`src/design/dcd_pkg.sv`:
```
package dcd_pkg;

    // class scores and lanes
    localparam int N_SCORES        = 6;
    localparam int MAX_CLASSES_DEF = 6;
    localparam int SCORE_W         = 10;
    localparam int CLASS_W         = 3;
    localparam int CLASS_IN_W      = 8;

    // box and coordinate widths
    localparam int BOX_W    = 16;
    localparam int CORNER_W = BOX_W + 2;
    localparam int COORD_W  = 12;
    localparam int FRAME_W  = 13;
    localparam int NET_W    = 11;
    localparam int DIV_W    = NET_W + 5;

    // divider: quotient bits below the overflow check, remainder width
    localparam int QBITS       = COORD_W + 1;
    localparam int REM_W       = CORNER_W - 1 + FRAME_W;
    localparam int LANE_STAGES = 2 + QBITS;

    // configuration port
    localparam int CFG_IDX_W  = 3;
    localparam int CFG_DATA_W = N_SCORES * SCORE_W;

    localparam logic [CFG_IDX_W-1:0] CFG_END_TO_END   = 3'd0;
    localparam logic [CFG_IDX_W-1:0] CFG_CLASSES_USED = 3'd1;
    localparam logic [CFG_IDX_W-1:0] CFG_NET_WIDTH    = 3'd2;
    localparam logic [CFG_IDX_W-1:0] CFG_NET_HEIGHT   = 3'd3;
    localparam logic [CFG_IDX_W-1:0] CFG_FRAME_WIDTH  = 3'd4;
    localparam logic [CFG_IDX_W-1:0] CFG_FRAME_HEIGHT = 3'd5;
    localparam logic [CFG_IDX_W-1:0] CFG_THRESHOLDS   = 3'd6;

    // reset values of the registers
    localparam logic [CLASS_W-1:0]    RST_CLASSES_USED = 3'd6;
    localparam logic [NET_W-1:0]      RST_NET_WIDTH    = 11'd640;
    localparam logic [NET_W-1:0]      RST_NET_HEIGHT   = 11'd640;
    localparam logic [FRAME_W-1:0]    RST_FRAME_WIDTH  = 13'd640;
    localparam logic [FRAME_W-1:0]    RST_FRAME_HEIGHT = 13'd480;

    // best class found so far
    typedef struct packed {
        logic [CLASS_W-1:0] cls;
        logic [SCORE_W-1:0] score;
    } t_cand;

    // class and confidence that travel beside the corner lanes
    typedef struct packed {
        logic [CLASS_W-1:0] cls;
        logic [SCORE_W-1:0] conf;
    } t_meta;

    // left operand wins ties, so the first strictly greatest score is kept
    function automatic t_cand merge_cand(input t_cand lo, input t_cand hi);
        t_cand res;
        res = (hi.score > lo.score) ? hi : lo;
        return res;
    endfunction

endpackage

```
`src/design/dcd_corner_lane.sv`:
```
module dcd_corner_lane (
    input  logic                                i_clk,
    input  logic [dcd_pkg::LANE_STAGES-1:0]     i_en,
    input  logic signed [dcd_pkg::CORNER_W-1:0] i_corner,
    input  logic [dcd_pkg::FRAME_W-1:0]         i_frame,
    input  logic [dcd_pkg::DIV_W-1:0]           i_div,
    output logic [dcd_pkg::COORD_W-1:0]         o_coord
);

    localparam int REM_W = dcd_pkg::REM_W;
    localparam int QBITS = dcd_pkg::QBITS;
    localparam int LAST  = dcd_pkg::LANE_STAGES - 1;

    typedef struct packed {
        logic             nonpos;
        logic             ovf;
        logic [REM_W-1:0] rem;
        logic [QBITS-1:0] q;
    } t_div_stage;

    t_div_stage r_stg [dcd_pkg::LANE_STAGES];

    logic [REM_W-1:0]   div_ext;
    logic [REM_W-1:0]   n_prod;
    logic               n_nonpos;
    logic [dcd_pkg::FRAME_W-1:0] hi_full;
    logic [dcd_pkg::COORD_W-1:0] hi;
    logic               over;

    assign div_ext = REM_W'(i_div);

    // multiply: only a positive corner can land inside the frame
    assign n_nonpos = i_corner[dcd_pkg::CORNER_W-1] || (i_corner == '0);
    assign n_prod   = i_corner[dcd_pkg::CORNER_W-2:0] * i_frame;

    always_ff @(posedge i_clk) begin
        if (i_en[0]) begin
            r_stg[0].nonpos <= n_nonpos;
            r_stg[0].ovf    <= 1'b0;
            r_stg[0].rem    <= n_prod;
            r_stg[0].q      <= '0;
        end
    end

    // quotient beyond the bits below always clamps
    always_ff @(posedge i_clk) begin
        if (i_en[1]) begin
            r_stg[1].nonpos <= r_stg[0].nonpos;
            r_stg[1].ovf    <= (r_stg[0].rem >= (div_ext << QBITS));
            r_stg[1].rem    <= r_stg[0].rem;
            r_stg[1].q      <= '0;
        end
    end

    // restoring division, one quotient bit per stage, msb first
    for (genvar j = 0; j < QBITS; j++) begin : g_div
        localparam int SH = QBITS - 1 - j;
        logic [REM_W-1:0] sub;
        logic             take;
        assign sub  = div_ext << SH;
        assign take = (r_stg[j+1].rem >= sub);
        always_ff @(posedge i_clk) begin
            if (i_en[j+2]) begin
                r_stg[j+2].nonpos <= r_stg[j+1].nonpos;
                r_stg[j+2].ovf    <= r_stg[j+1].ovf;
                r_stg[j+2].rem    <= take ? (r_stg[j+1].rem - sub) : r_stg[j+1].rem;
                r_stg[j+2].q      <= r_stg[j+1].q | (QBITS'(take) << SH);
            end
        end
    end

    // clamp to the frame
    assign hi_full = i_frame - dcd_pkg::FRAME_W'(1);
    assign hi      = hi_full[dcd_pkg::COORD_W-1:0];
    assign over    = r_stg[LAST].ovf || (r_stg[LAST].q > {1'b0, hi});
    assign o_coord = r_stg[LAST].nonpos ? '0 :
                     over               ? hi : r_stg[LAST].q[dcd_pkg::COORD_W-1:0];

endmodule

```
`config.mk`:
```
export PLATFORM = sky130hd
export DESIGN_NAME = dcd_corner_lane
export DESIGN_NICKNAME = d
export VERILOG_FILES = /design/src/design/dcd_pkg.sv /design/src/design/dcd_corner_lane.sv
export SDC_FILE = /design/constraint.sdc
export NUM_CORES = 2
export LEC_CHECK = 0
export BUFFER_PORTS_ARGS = -buffer_cell sky130_fd_sc_hd__buf_2
export CORE_MARGIN = 10
export CORE_UTILIZATION = 55
export CTS_CLUSTER_SIZE = 25
export DETAILED_ROUTE_END_ITERATION = 6
export PLACE_DENSITY = 0.71
export SLEW_MARGIN = 20
export SYNTH_ARGS = -nofsm -noshare
export SYNTH_HDL_FRONTEND = slang
export SYNTH_SLANG_ARGS = --single-unit
```
`constraint.sdc`:
```
create_clock -name i_clk -period 10.2 [get_ports i_clk]
set_input_delay 0.51 -clock i_clk [delete_from_list [all_inputs] [get_ports i_clk]]
set_output_delay 0.51 -clock i_clk [all_outputs]
set_load 0.005 [all_outputs]
```
==> run_results.csv <==
group,metric,value,unit
synth,ys_types,87,
finish,largestRegisters,"r_stg: 540 flops",
timing,finClkSkew,22.1,ps
timing,worstMarginPinSlew,1080,ps
synth,ys_warn_count,0,
timing,rsz0062_at_grt,"false",
finish,instances_no_fill,4621,
timing,period_needed,5740,ps
power,p_sw,4.57,mW
floorplanning,coreArea,68800,µm²
timing,max_freq,174,MHz
finish,layout-drive-gt1-share,7.37,%
timing,setup_viol,0,
finish,fin_nets,4194,
cts,hold_buffers,0,
place,port_buffers,74,
run_status,status,"complete, no violations",
floorplanning,pin_count,75,
timing,fin_crit_sh,56.3,%
place,hpwl,63200,µm
floorplanning,fp.dieH,284,µm
routing,dr_total_vias,26800,
synth,muxShareOfSynthArea,1.37,%
routing,route.detailed.drc,0,
routing,totalWireLength,84200,µm
timing,drv_slew,0,
power,p_per_area,285,nW/µm²
power,internal-power,7.28,mW
place,gp_congestion,0.881,
timing,fin_tns_setup,0,ps
worst_setup_path,worstSetupEndpointType,"register",
timing,slew-limit-headroom,28.0,%
synth,synth_cells,3582,
synth,synth_xor_area_share,5.43,%
cts,clkTransAtPathRegs,70,ps
cts,cts_buffer_depth,3,
worst_setup_path,crit_path_start_kind,"input pin",
synth,syn-num-nets,4134,
worst_setup_path,critPathKind,"input pin to register",
synth,synth_simple_gate_area_share,14.2,%
global_route,grt_max_degree,45,
synth,synthAdderAreaFrac,19.5,%
cts,clkSinkCount,540,
worst_setup_path,worstReg2RegEnd,"r_stg[0][304]$_DFFE_PP_",
synth,syn-cell-area,38300,µm²
worst_setup_path,reg2reg_slack,6310,ps
timing,hold_viol,0,
global_route,grt_overflow_total,0,
floorplanning,die_w,284,µm
finish,regMostFlops,"r_stg",
cts,root_buffer,"clkbuf_16",
worst_hold_path,holdCritStartpoint,"i_corner[17]",
synth,syn_area_per_cell,10.7,µm²
power,clkPwrFrac,18.5,%
synth,synth_top_family_by_area,"adder cells",
worst_setup_path,slowest_delay,610,ps
cts,clk_latency,620,ps
power,seq_power_share,33.0,%
worst_setup_path,cpMaxStageDelayCell,"o31ai_1",
synth,seq_area_frac_synth,42.4,%
cts,cts_buffers,58,
floorplanning,start_util,55.6,%
cts,cts_max_level,2,
floorplanning,dieArea,80500,µm²
worst_setup_path,crit_top_cell,"fa_1",
routing,firstDrtPassIters,5,
worst_setup_path,worstRegToRegCells,8,
power,share_comb_of_total_power,48.6,%
routing,antenna_left,0,
place,dp.cells,4512,
finish,largest_register_ffs,540,
worst_setup_path,cp.required,10550,ps
worst_hold_path,min_to,"r_stg[0][44]$_DFFE_PP_",
synth,postSynth.asyncResetShare,0,%
synth,synth_compound_area_share,13.1,%
global_route,grt_pass1_vias,26500,
routing,drtIter0Drc,1644,
power,p_leak,16.7,nW
synth,ys.flop_type,"edfxtp_1",
floorplanning,rows,96,
power,ir_worst_vdd,0.000277,V
cts,cts_tree,"built",
global_route,antenna_found_initial,1,
run,cap_violations,0,
global_route,grt_first_pass_wirelength,136000,µm
cts,cts.repair.resized,0,
synth,synth-edff-count,540,
worst_hold_path,hold_class,"input pin to register",
worst_setup_path,reg2reg_from,"r_stg[0][248]$_DFFE_PP_",
worst_hold_path,whs_path_depth,3,
worst_setup_path,cp_cell_sequence,"buf_2 > nand2_1 > fa_1 > fa_1 > fa_1 > inv_1 > fa_1 > inv_1 > fa_1 > inv_1 > ha_1 > o21ai_0 > or2_2 > o31ai_1 > o21ai_0 > a211oi_1 > a21o_1 > a21oi_1 > xnor2_1",
worst_setup_path,crit_arrival,6100,ps
global_route,track_usage,20.6,%
power,netSwitchingFraction,38.5,%
finish,area_growth,8.80,%
worst_setup_path,worst-path-buf-inv,4,
routing,routed_via_density,5.81,
routing,post_drt_wl_per_cell,18.2,µm
cts,cts_setup_buffers,0,
synth,ys_ff_latch,540,
worst_setup_path,cp_top_family,"adder cells",
worst_setup_path,worst-path-max-fanout,21,
## area by class of cell
type / instances / area [µm²]
clock inverter: 41 / 495
multi-input combinational: 2640 / 20600
inverter: 305 / 1140
antenna: 1 / 2.50
tap: 931 / 1160
fill: 5634 / 27200
timing repair buffer: 97 / 551
sequential: 540 / 16200
clock buffer: 66 / 1500
## worst max path at each step
stage | start | end | slack, ps | cells after the start
2_1_floorplan | i_frame[8] | r_stg[0][39]$_DFFE_PP_ | 4240 | 20
3_3_place_gp | i_frame[3] | r_stg[0][39]$_DFFE_PP_ | 4000 | 20
3_5_place_dp | i_frame[3] | r_stg[0][39]$_DFFE_PP_ | 3900 | 20
4_1_cts | i_frame[3] | r_stg[0][39]$_DFFE_PP_ | 4570 | 20
5_1_grt | i_frame[3] | r_stg[0][39]$_DFFE_PP_ | 4160 | 20
6_report | i_frame[6] | r_stg[0][35]$_DFFE_PP_ | 4460 | 19
## synth_stat cells (all sizes together) (46+ instances only)
library cell,instances,area share [%]
nand2,335,3.3
edfxtp,540,42
nor3,83,1.1
nor4,54,0.92
o21a,54,1.1
nor2,222,2.2
nand3,46,0.60
clkbuf,69,0.68
ha,312,10
inv,305,3.0
xnor2,118,2.7
and2,113,1.8
a21oi,197,2.6
xor2,119,2.7
fa,177,9.3
o21ai,206,2.7
a21o,85,1.7
## power by group through the flow
stage / Sequential, mW / Combinational, mW / Clock, mW
4_1_cts: 3.90 / 5.74 / 2.23
6_report: 3.91 / 5.75 / 2.19
3_3_place_gp: 3.94 / 5.62 / 0
5_1_grt: 3.96 / 6.54 / 2.31
3_5_place_dp: 3.94 / 5.69 / 0
2_1_floorplan: 3.74 / 4.54 / 0
## layout by cell type, fill, tap and decap left out, types with 26 or more instances in the layout
| master | instances |
|---|---|
| edfxtp_1 | 540 |
| nand2_1 | 335 |
| ha_1 | 312 |
| inv_1 | 302 |
| nor2_1 | 221 |
| o21ai_0 | 203 |
| a21oi_1 | 195 |
| fa_1 | 177 |
| xor2_1 | 119 |
| xnor2_1 | 118 |
| and2_1 | 113 |
| a21o_1 | 85 |
| nor3_1 | 81 |
| buf_2 | 74 |
| clkbuf_16 | 59 |
| o21a_1 | 53 |
| nor4_1 | 52 |
| nand3_1 | 46 |
| nand2b_1 | 45 |
| a211oi_1 | 43 |
| nor2b_1 | 41 |
| mux2_2 | 29 |
| o31ai_1 | 26 |
## metal layers
layer | GRT usage [%] | up-vias | part of all wire (%)
li1 | - | 13100 | -
met1 | 25.7 | 12900 | 42
met2 | 36.2 | 686 | 50
met3 | 2.56 | 178 | 4.7
met4 | 7.30 | 0 | 3.3
met5 | 0 | - | 0
## stage by stage
step	power, mW	hold WS (ps)	area (µm²)	setup slack [ps]	util, %
floorplan	8.27	400	38300	4240	-
global placement	9.55	401	39600	4000	57.5
detailed placement	9.63	405	39600	3900	57.5
CTS	11.9	238	41600	4570	60.4
global route	12.8	244	41600	4160	60.5
finish	11.8	248	41600	4460	60.5
## worst reg2reg max path, stage by stage, from the launching register on
cell and delay [ps]:
edfxtp_1 400, ha_1 360, nor2b_1 170, o31a_1 270
o21ai_0 270, a21oi_1 180, a211oi_1 680, nand2_1 790
mux2_2 540
## logic make-up after synthesis
family	after synthesis
AND/OR/NAND/NOR	1090
AO/OA/AOI/OAI	776
flip-flops	540
adder cells (fa/ha/maj)	489
buffers and inverters	402
XOR/XNOR	237
multiplexers	48
(Power assumes the default switching activity.)
