==> src/design/dcd_pkg.sv <==
package dcd_pkg;

    // class scores and lanes
    localparam int N_SCORES        = 6;
    localparam int MAX_CLASSES_DEF = 6;
    localparam int SCORE_W         = 10;
    localparam int CLASS_W         = 3;
    localparam int CLASS_IN_W      = 8;

    // box and coordinate widths
    localparam int BOX_W    = 16;
    localparam int CORNER_W = BOX_W + 2;
    localparam int COORD_W  = 12;
    localparam int FRAME_W  = 13;
    localparam int NET_W    = 11;
    localparam int DIV_W    = NET_W + 5;

    // divider: quotient bits below the overflow check, remainder width
    localparam int QBITS       = COORD_W + 1;
    localparam int REM_W       = CORNER_W - 1 + FRAME_W;
    localparam int LANE_STAGES = 2 + QBITS;

    // configuration port
    localparam int CFG_IDX_W  = 3;
    localparam int CFG_DATA_W = N_SCORES * SCORE_W;

    localparam logic [CFG_IDX_W-1:0] CFG_END_TO_END   = 3'd0;
    localparam logic [CFG_IDX_W-1:0] CFG_CLASSES_USED = 3'd1;
    localparam logic [CFG_IDX_W-1:0] CFG_NET_WIDTH    = 3'd2;
    localparam logic [CFG_IDX_W-1:0] CFG_NET_HEIGHT   = 3'd3;
    localparam logic [CFG_IDX_W-1:0] CFG_FRAME_WIDTH  = 3'd4;
    localparam logic [CFG_IDX_W-1:0] CFG_FRAME_HEIGHT = 3'd5;
    localparam logic [CFG_IDX_W-1:0] CFG_THRESHOLDS   = 3'd6;

    // reset values of the registers
    localparam logic [CLASS_W-1:0]    RST_CLASSES_USED = 3'd6;
    localparam logic [NET_W-1:0]      RST_NET_WIDTH    = 11'd640;
    localparam logic [NET_W-1:0]      RST_NET_HEIGHT   = 11'd640;
    localparam logic [FRAME_W-1:0]    RST_FRAME_WIDTH  = 13'd640;
    localparam logic [FRAME_W-1:0]    RST_FRAME_HEIGHT = 13'd480;

    // best class found so far
    typedef struct packed {
        logic [CLASS_W-1:0] cls;
        logic [SCORE_W-1:0] score;
    } t_cand;

    // class and confidence that travel beside the corner lanes
    typedef struct packed {
        logic [CLASS_W-1:0] cls;
        logic [SCORE_W-1:0] conf;
    } t_meta;

    // left operand wins ties, so the first strictly greatest score is kept
    function automatic t_cand merge_cand(input t_cand lo, input t_cand hi);
        t_cand res;
        res = (hi.score > lo.score) ? hi : lo;
        return res;
    endfunction

endpackage

==> src/design/dcd_class_lanes.sv <==
module dcd_class_lanes #(
    parameter int MAX_CLASSES = dcd_pkg::MAX_CLASSES_DEF
) (
    input  logic [dcd_pkg::SCORE_W-1:0] i_scores [dcd_pkg::N_SCORES],
    input  logic [dcd_pkg::CLASS_W-1:0] i_classes_used,
    output dcd_pkg::t_cand              o_best
);

    dcd_pkg::t_cand lane [dcd_pkg::N_SCORES];
    dcd_pkg::t_cand m01, m23, m45, m0123;

    // one lane per class: score masked off when the class is not in use
    for (genvar k = 0; k < dcd_pkg::N_SCORES; k++) begin : g_lane
        localparam logic [dcd_pkg::CLASS_W-1:0] K = dcd_pkg::CLASS_W'(k);
        logic in_use;
        assign in_use = (k < MAX_CLASSES) && (K < i_classes_used);
        assign lane[k].cls   = K;
        assign lane[k].score = in_use ? i_scores[k] : '0;
    end

    // merge tree, lower classes on the left
    assign m01    = dcd_pkg::merge_cand(lane[0], lane[1]);
    assign m23    = dcd_pkg::merge_cand(lane[2], lane[3]);
    assign m45    = dcd_pkg::merge_cand(lane[4], lane[5]);
    assign m0123  = dcd_pkg::merge_cand(m01, m23);
    assign o_best = dcd_pkg::merge_cand(m0123, m45);

endmodule

==> config.mk <==
export PLATFORM = sky130hd
export DESIGN_NAME = dcd_class_lanes
export DESIGN_NICKNAME = d
export VERILOG_FILES = /design/src/design/dcd_pkg.sv /design/src/design/dcd_class_lanes.sv
export SDC_FILE = /design/constraint.sdc
export NUM_CORES = 1
export LEC_CHECK = 0
export ABC_CLOCK_PERIOD_IN_PS = 16250
export BUFFER_PORTS_ARGS = -buffer_cell sky130_fd_sc_hd__buf_2
export CAP_MARGIN = 0
export CORE_MARGIN = 3
export CORE_UTILIZATION = 55
export DETAILED_ROUTE_END_ITERATION = 10
export PLACE_DENSITY = 0.86
export SLEW_MARGIN = 10
export SYNTH_ARGS = -nofsm -noshare
export SYNTH_HDL_FRONTEND = slang
export SYNTH_SLANG_ARGS = --single-unit
==> constraint.sdc <==
create_clock -name vclk -period 16.25
set_clock_uncertainty 0.2 [all_clocks]
set_input_delay 0.8125 -clock vclk [all_inputs]
set_output_delay 0.8125 -clock vclk [all_outputs]
set_load 0.01 [all_outputs]
==> metrics.txt, run 1 <==
Final Hold Viols=0; Mapped Area=2600 um^2; register share of total power=0; most frequent cells in the layout=buf_2 (76), nand2_1 (61), ha_1 (50); Post-CTS Repair Setup Buffers=0; full die area=5590 um^2; type of origin of the critical path=primary input; Clk pwr share=0; min cycle time layout=9130 ps; outcome=finished clean; Rows=24; worst-margin pin slew=1030 ps; sequential cell area=0 um^2; Req. time, crit path=15240 ps; hold wc startpoint=i_scores[32]; DIE HEIGHT=74.8 um; CORE AREA=4470 um^2; commonest non-fill, non-tap cell in the layout=buf_2; grt total ovfl=0; multi-input logic area=2350 um^2; detailed-route wire length per cell=15.1 um; synth unique cells=41; syn nets=484; Leak=1.65 nW; DR WL met2=3390 um; Initial DRC Count=218; Worst Path Arrival=8110 ps; Post-CTS Resized=0; maximum clock frequency=0.110 GHz; Sum Neg Setup Slack=0 ps; Post-Route Utilization=0.663; pin count of the biggest net entering global routing=23; P_sw=0.125 mW; fin crit share=0.562; Critical Path Start=i_classes_used[2]; DP HPWL=5910 um; sw frac=0.569; number of synthesis warnings=0; drt pass-1 iters=5; area fraction of the dominant cell type after synthesis=0.240; FILL cells=381; Final ANT Viol Nets=0; fin. max-slew vios=0; Cells after Synth=371; post-route cell area=2970 um^2; number of clock buffers in the layout=0; layout cells sized above 1=0.269; Port Buffer Count=76; first-pass GRT wire length=11400 um; die width=74.8 um; Worst Path Max Fanout=15; Placed Area=2950 um^2; Seq/Total Area, Yosys=0; setup violators final=0; Cell Pwr Density=74.4 nW/um^2; Max-slew headroom=0.312; Avg Cell Area, Syn=7.01 um^2; global-route usage over all layers=0.248; DRC violation count after routing=0; nets=543; Hold Crit Class=primary input to output port; Seq cells=0; top cells by area, synth=ha_1 (24%), nand2_1 (8.8%), mux2_2 (6.9%); critical path endpoint category=output port; Via density=6.12; initial antenna violation count=0; synthesis-to-finish area growth=13.9%; GPL Wtd Cong=0.925; Ports=76; metal3 WL=428 um; combinational fraction of design power=1.000; top layer in use=met4; RSZ-0062 raised after global routing=no; internal power=0.0951 mW; vias=2937; met1 wire length=3340 um; Routed WL=7230 um; crit path kind=primary input to output port; vias in the first global route=2639; ant diodes=0; max-cap check violation count=0; Initial Util=0.582; Yosys top cell by area=ha_1; CTS Hold Bufs=0; Peak VDD IR=0.0000898 V
worst max-delay path, stage by stage:
cell	delay (ps)
buf_2	180
or3_1	550
nand2_1	150
ha_1	240
a211oi_1	230
o21bai_1	130
or4b_1	670
and2_1	390
a21oi_2	270
ha_1	180
nand4_1	120
nor3_1	300
a211oi_1	110
a32oi_1	420
clkbuf_4	330
mux2_2	350
ha_1	320
o21a_1	140
o32a_1	140
o21ai_0	70
a21oi_1	790
nor2b_1	460
a222oi_1	510
buf_2	210
final cells by class:
cell class	instances	share of cell area
Inverter	41	0.0519
Multi-Input combinational cell	308	0.791
Tap cell	52	0.0219
Timing Repair Buffer	79	0.135
Yosys cell counts, drive strengths merged, types with 2 or more instances:
cell	n
nor2b	5
o221ai	10
a21o	7
or3	10
nor3b	6
a222oi	4
buf	9
a211oi	6
mux2i	12
ha	50
a21oi	24
inv	41
and4	5
mux2	20
a221oi	7
o21ai	11
clkbuf	13
nor2	11
and2	9
o21a	5
nand4	17
nand3	11
or2	6
o32a	2
nand2	61
logic make-up (layout without fill, tap and decap cells):
kind of cell,Yosys count,in the layout,share of synthesized area
AO/OA/AOI/OAI,81,81,0.240
multiplexers,32,32,0.138
adder cells (fa/ha/maj),50,50,0.240
AND/OR/NAND/NOR,145,145,0.283
buffers and inverters,63,120,0.0986
through the flow:
stage,hold WS (ps),worst slack [ps],total power [mW],cells
2_1_floorplan,1710,9170,0.156,371
3_3_place_gp,1980,7340,0.209,478
3_5_place_dp,1960,6970,0.215,478
4_1_cts,1960,6970,0.216,478
5_1_grt,2000,6690,0.241,480
6_report,1970,7120,0.221,480
final timing paths:
path	end	slack (ps)	cells after the start
max	o_best[5]	7120	24
min	o_best[2]	1970	5
metal layers:
layer	vias to the layer above	GRT usage
li1	1479	-
met5	-	0
met3	8	0.00534
met4	0	0.0277
met2	127	0.439
met1	1323	0.347
power by group through the flow:
stage                     logic [mW]  registers [mW]  clock network [mW]
final                          0.221               0                   0
after global routing           0.241               0                   0
after CTS                      0.216               0                   0
after detailed placement       0.215               0                   0
after global placement         0.209               0                   0
after floorplan                0.156               0                   0
(Power assumes the default switching activity.)
==> run 2, diff against run 1 <==
--- a/config.mk
+++ b/config.mk
@@ -5,13 +5,14 @@
 export SDC_FILE = /design/constraint.sdc
 export NUM_CORES = 1
 export LEC_CHECK = 0
-export ABC_CLOCK_PERIOD_IN_PS = 16250
+export ABC_AREA = 1
+export ABC_CLOCK_PERIOD_IN_PS = 8350
 export BUFFER_PORTS_ARGS = -buffer_cell sky130_fd_sc_hd__buf_2
 export CAP_MARGIN = 0
 export CORE_MARGIN = 3
-export CORE_UTILIZATION = 55
+export CORE_UTILIZATION = 51
 export DETAILED_ROUTE_END_ITERATION = 10
-export PLACE_DENSITY = 0.86
+export PLACE_DENSITY = 0.83
 export SLEW_MARGIN = 10
 export SYNTH_ARGS = -nofsm -noshare
 export SYNTH_HDL_FRONTEND = slang
==> constraint.sdc (replaced) <==
create_clock -name vclk -period 8.35
set_clock_uncertainty 0.2 [all_clocks]
set_input_delay 0.4175 -clock vclk [all_inputs]
set_output_delay 0.4175 -clock vclk [all_outputs]
set_load 0.01 [all_outputs]
==> metrics.txt, run 2 <==
Sum Neg Setup Slack=0 ps; Worst Path Arrival=5870 ps; DIE HEIGHT=79.0 um; most frequent cell after synthesis=nand2_1; worst-margin pin slew=682 ps; GPL Wtd Cong=0.939; initial antenna violation count=0; pin count of the biggest net entering global routing=15; Leak=2.13 nW; synth cell count leaders=nand2_1 (170), inv_1 (91), nand3_1 (52), ha_1 (50), nand3_2 (25); CP delay by family, top=simple AND/OR/NAND/NOR gates; multi-input logic area=2250 um^2; Final ANT Viol Nets=0; Cells after Synth=489; FILL cells=515; syn nets=602; Routed WL=7120 um; RSZ-0062 raised after global routing=no; nets=665; grt total ovfl=0; placed cell count=617; CORE AREA=4940 um^2; Avg Cell Area, Syn=5.56 um^2; total power=0.486 mW; die width=79.0 um; setup violators final=0; Post-CTS Resized=0; sequential cell area=0 um^2; Via density=5.11; commonest non-fill, non-tap cell in the layout=nand2_1; Hold Crit Class=primary input to output port; Final Hold Viols=0; Finished Layout Cells=617; DP HPWL=6360 um; detailed-route wire length per cell=11.5 um; Critical Path Most Common Cell=nand2_1; layout cells sized above 1=0.224; number of synthesis warnings=0; CTS Hold Bufs=0; Req. time, crit path=7730 ps; top cells by area, synth=nand2_1 (23%), ha_1 (23%), inv_1 (13%); maximum clock frequency=0.154 GHz; Yosys top cell by area=nand2_1; Worst Path Max Fanout=14; full die area=6240 um^2; Seq/Total Area, Yosys=0; Seq cells=0; number of clock buffers in the layout=0; synthesis-to-finish area growth=13.1%; ant diodes=0; CP bufs+invs=4; drt pass-1 iters=4; crit-path max cell delay=560 ps; most frequent cells in the layout=nand2_1 (170), inv_1 (91), buf_2 (76); Peak VDD IR=0.0000862 V; area fraction of the dominant cell type after synthesis=0.235; Worst Hold Slack=1110 ps; Post-CTS Repair Setup Buffers=0; Initial Util=0.550; Slowest-stage cell, CP=o21bai_2; outcome=finished clean; synth unique cells=29; Max-slew headroom=0.545; Rows=25; first-pass GRT wire length=11900 um; critical path endpoint category=output port; fin crit share=0.776; Mapped Area=2720 um^2; max-cap check violation count=0; Initial DRC Count=169; global-route usage over all layers=0.222; type of origin of the critical path=primary input; Ports=76; vias in the first global route=2891; vias=3153; min cycle time layout=6480 ps; crit path kind=primary input to output port; Port Buffer Count=76; Cell Pwr Density=158 nW/um^2; DRC violation count after routing=0; fin. max-slew vios=0
==> run 2: changes by cell type in the layout (fill, tap and decap cells not counted), sizes merged, moves of 7 or more <==
| cell | delta |
|---|---|
| a21oi | -12 |
| a221oi | -7 |
| inv | +52 |
| mux2 | -20 |
| mux2i | -12 |
| nand2 | +118 |
| nand3 | +67 |
| nand4 | -13 |
| nor2 | +21 |
| o221ai | -10 |
| or3 | -10 |
==> run 2: through the flow <==
| stage | utilization | area [um^2] | worst slack, ps |
|---|---|---|---|
| after floorplan | - | 2720 | 3620 |
| after CTS | 0.622 | 3070 | 1940 |
| final | 0.622 | 3070 | 1870 |
| after global placement | 0.622 | 3070 | 2060 |
| after global routing | 0.622 | 3070 | 1290 |
| after detailed placement | 0.622 | 3070 | 1940 |
==> run 2: path summary, 6_finish.rpt <==
check              start        end  depth (start not counted)
max    i_classes_used[2]  o_best[4]                         28
min         i_scores[17]  o_best[7]                          6
==> run 2: cell type report <==
| type | count | area share |
|---|---|---|
| inverter | 95 | 0.116 |
| multi-input combinational | 379 | 0.733 |
| tap | 67 | 0.0273 |
| timing repair buffer | 76 | 0.124 |
==> run 2: power by group <==
group,switching (mW),internal (mW)
Clock,0,0
Combinational,0.309,0.178
Sequential,0,0
==> run 2: logic make-up after synthesis <==
logic type | Yosys count | share of synthesized area
buffers and inverters | 110 | 0.171
AO/OA/AOI/OAI | 24 | 0.0534
adder cells (fa/ha/maj) | 50 | 0.230
AND/OR/NAND/NOR | 305 | 0.545
==> run 2: layer usage <==
layer,routed length [um],global-route usage,vias to the layer above,part of all wire
li1,-,-,1650,-
met2,3380,0.399,88,0.47
met5,0,0,-,0
met4,138,0.0412,0,0.019
met1,3280,0.299,1403,0.46
met3,328,0.00227,12,0.046
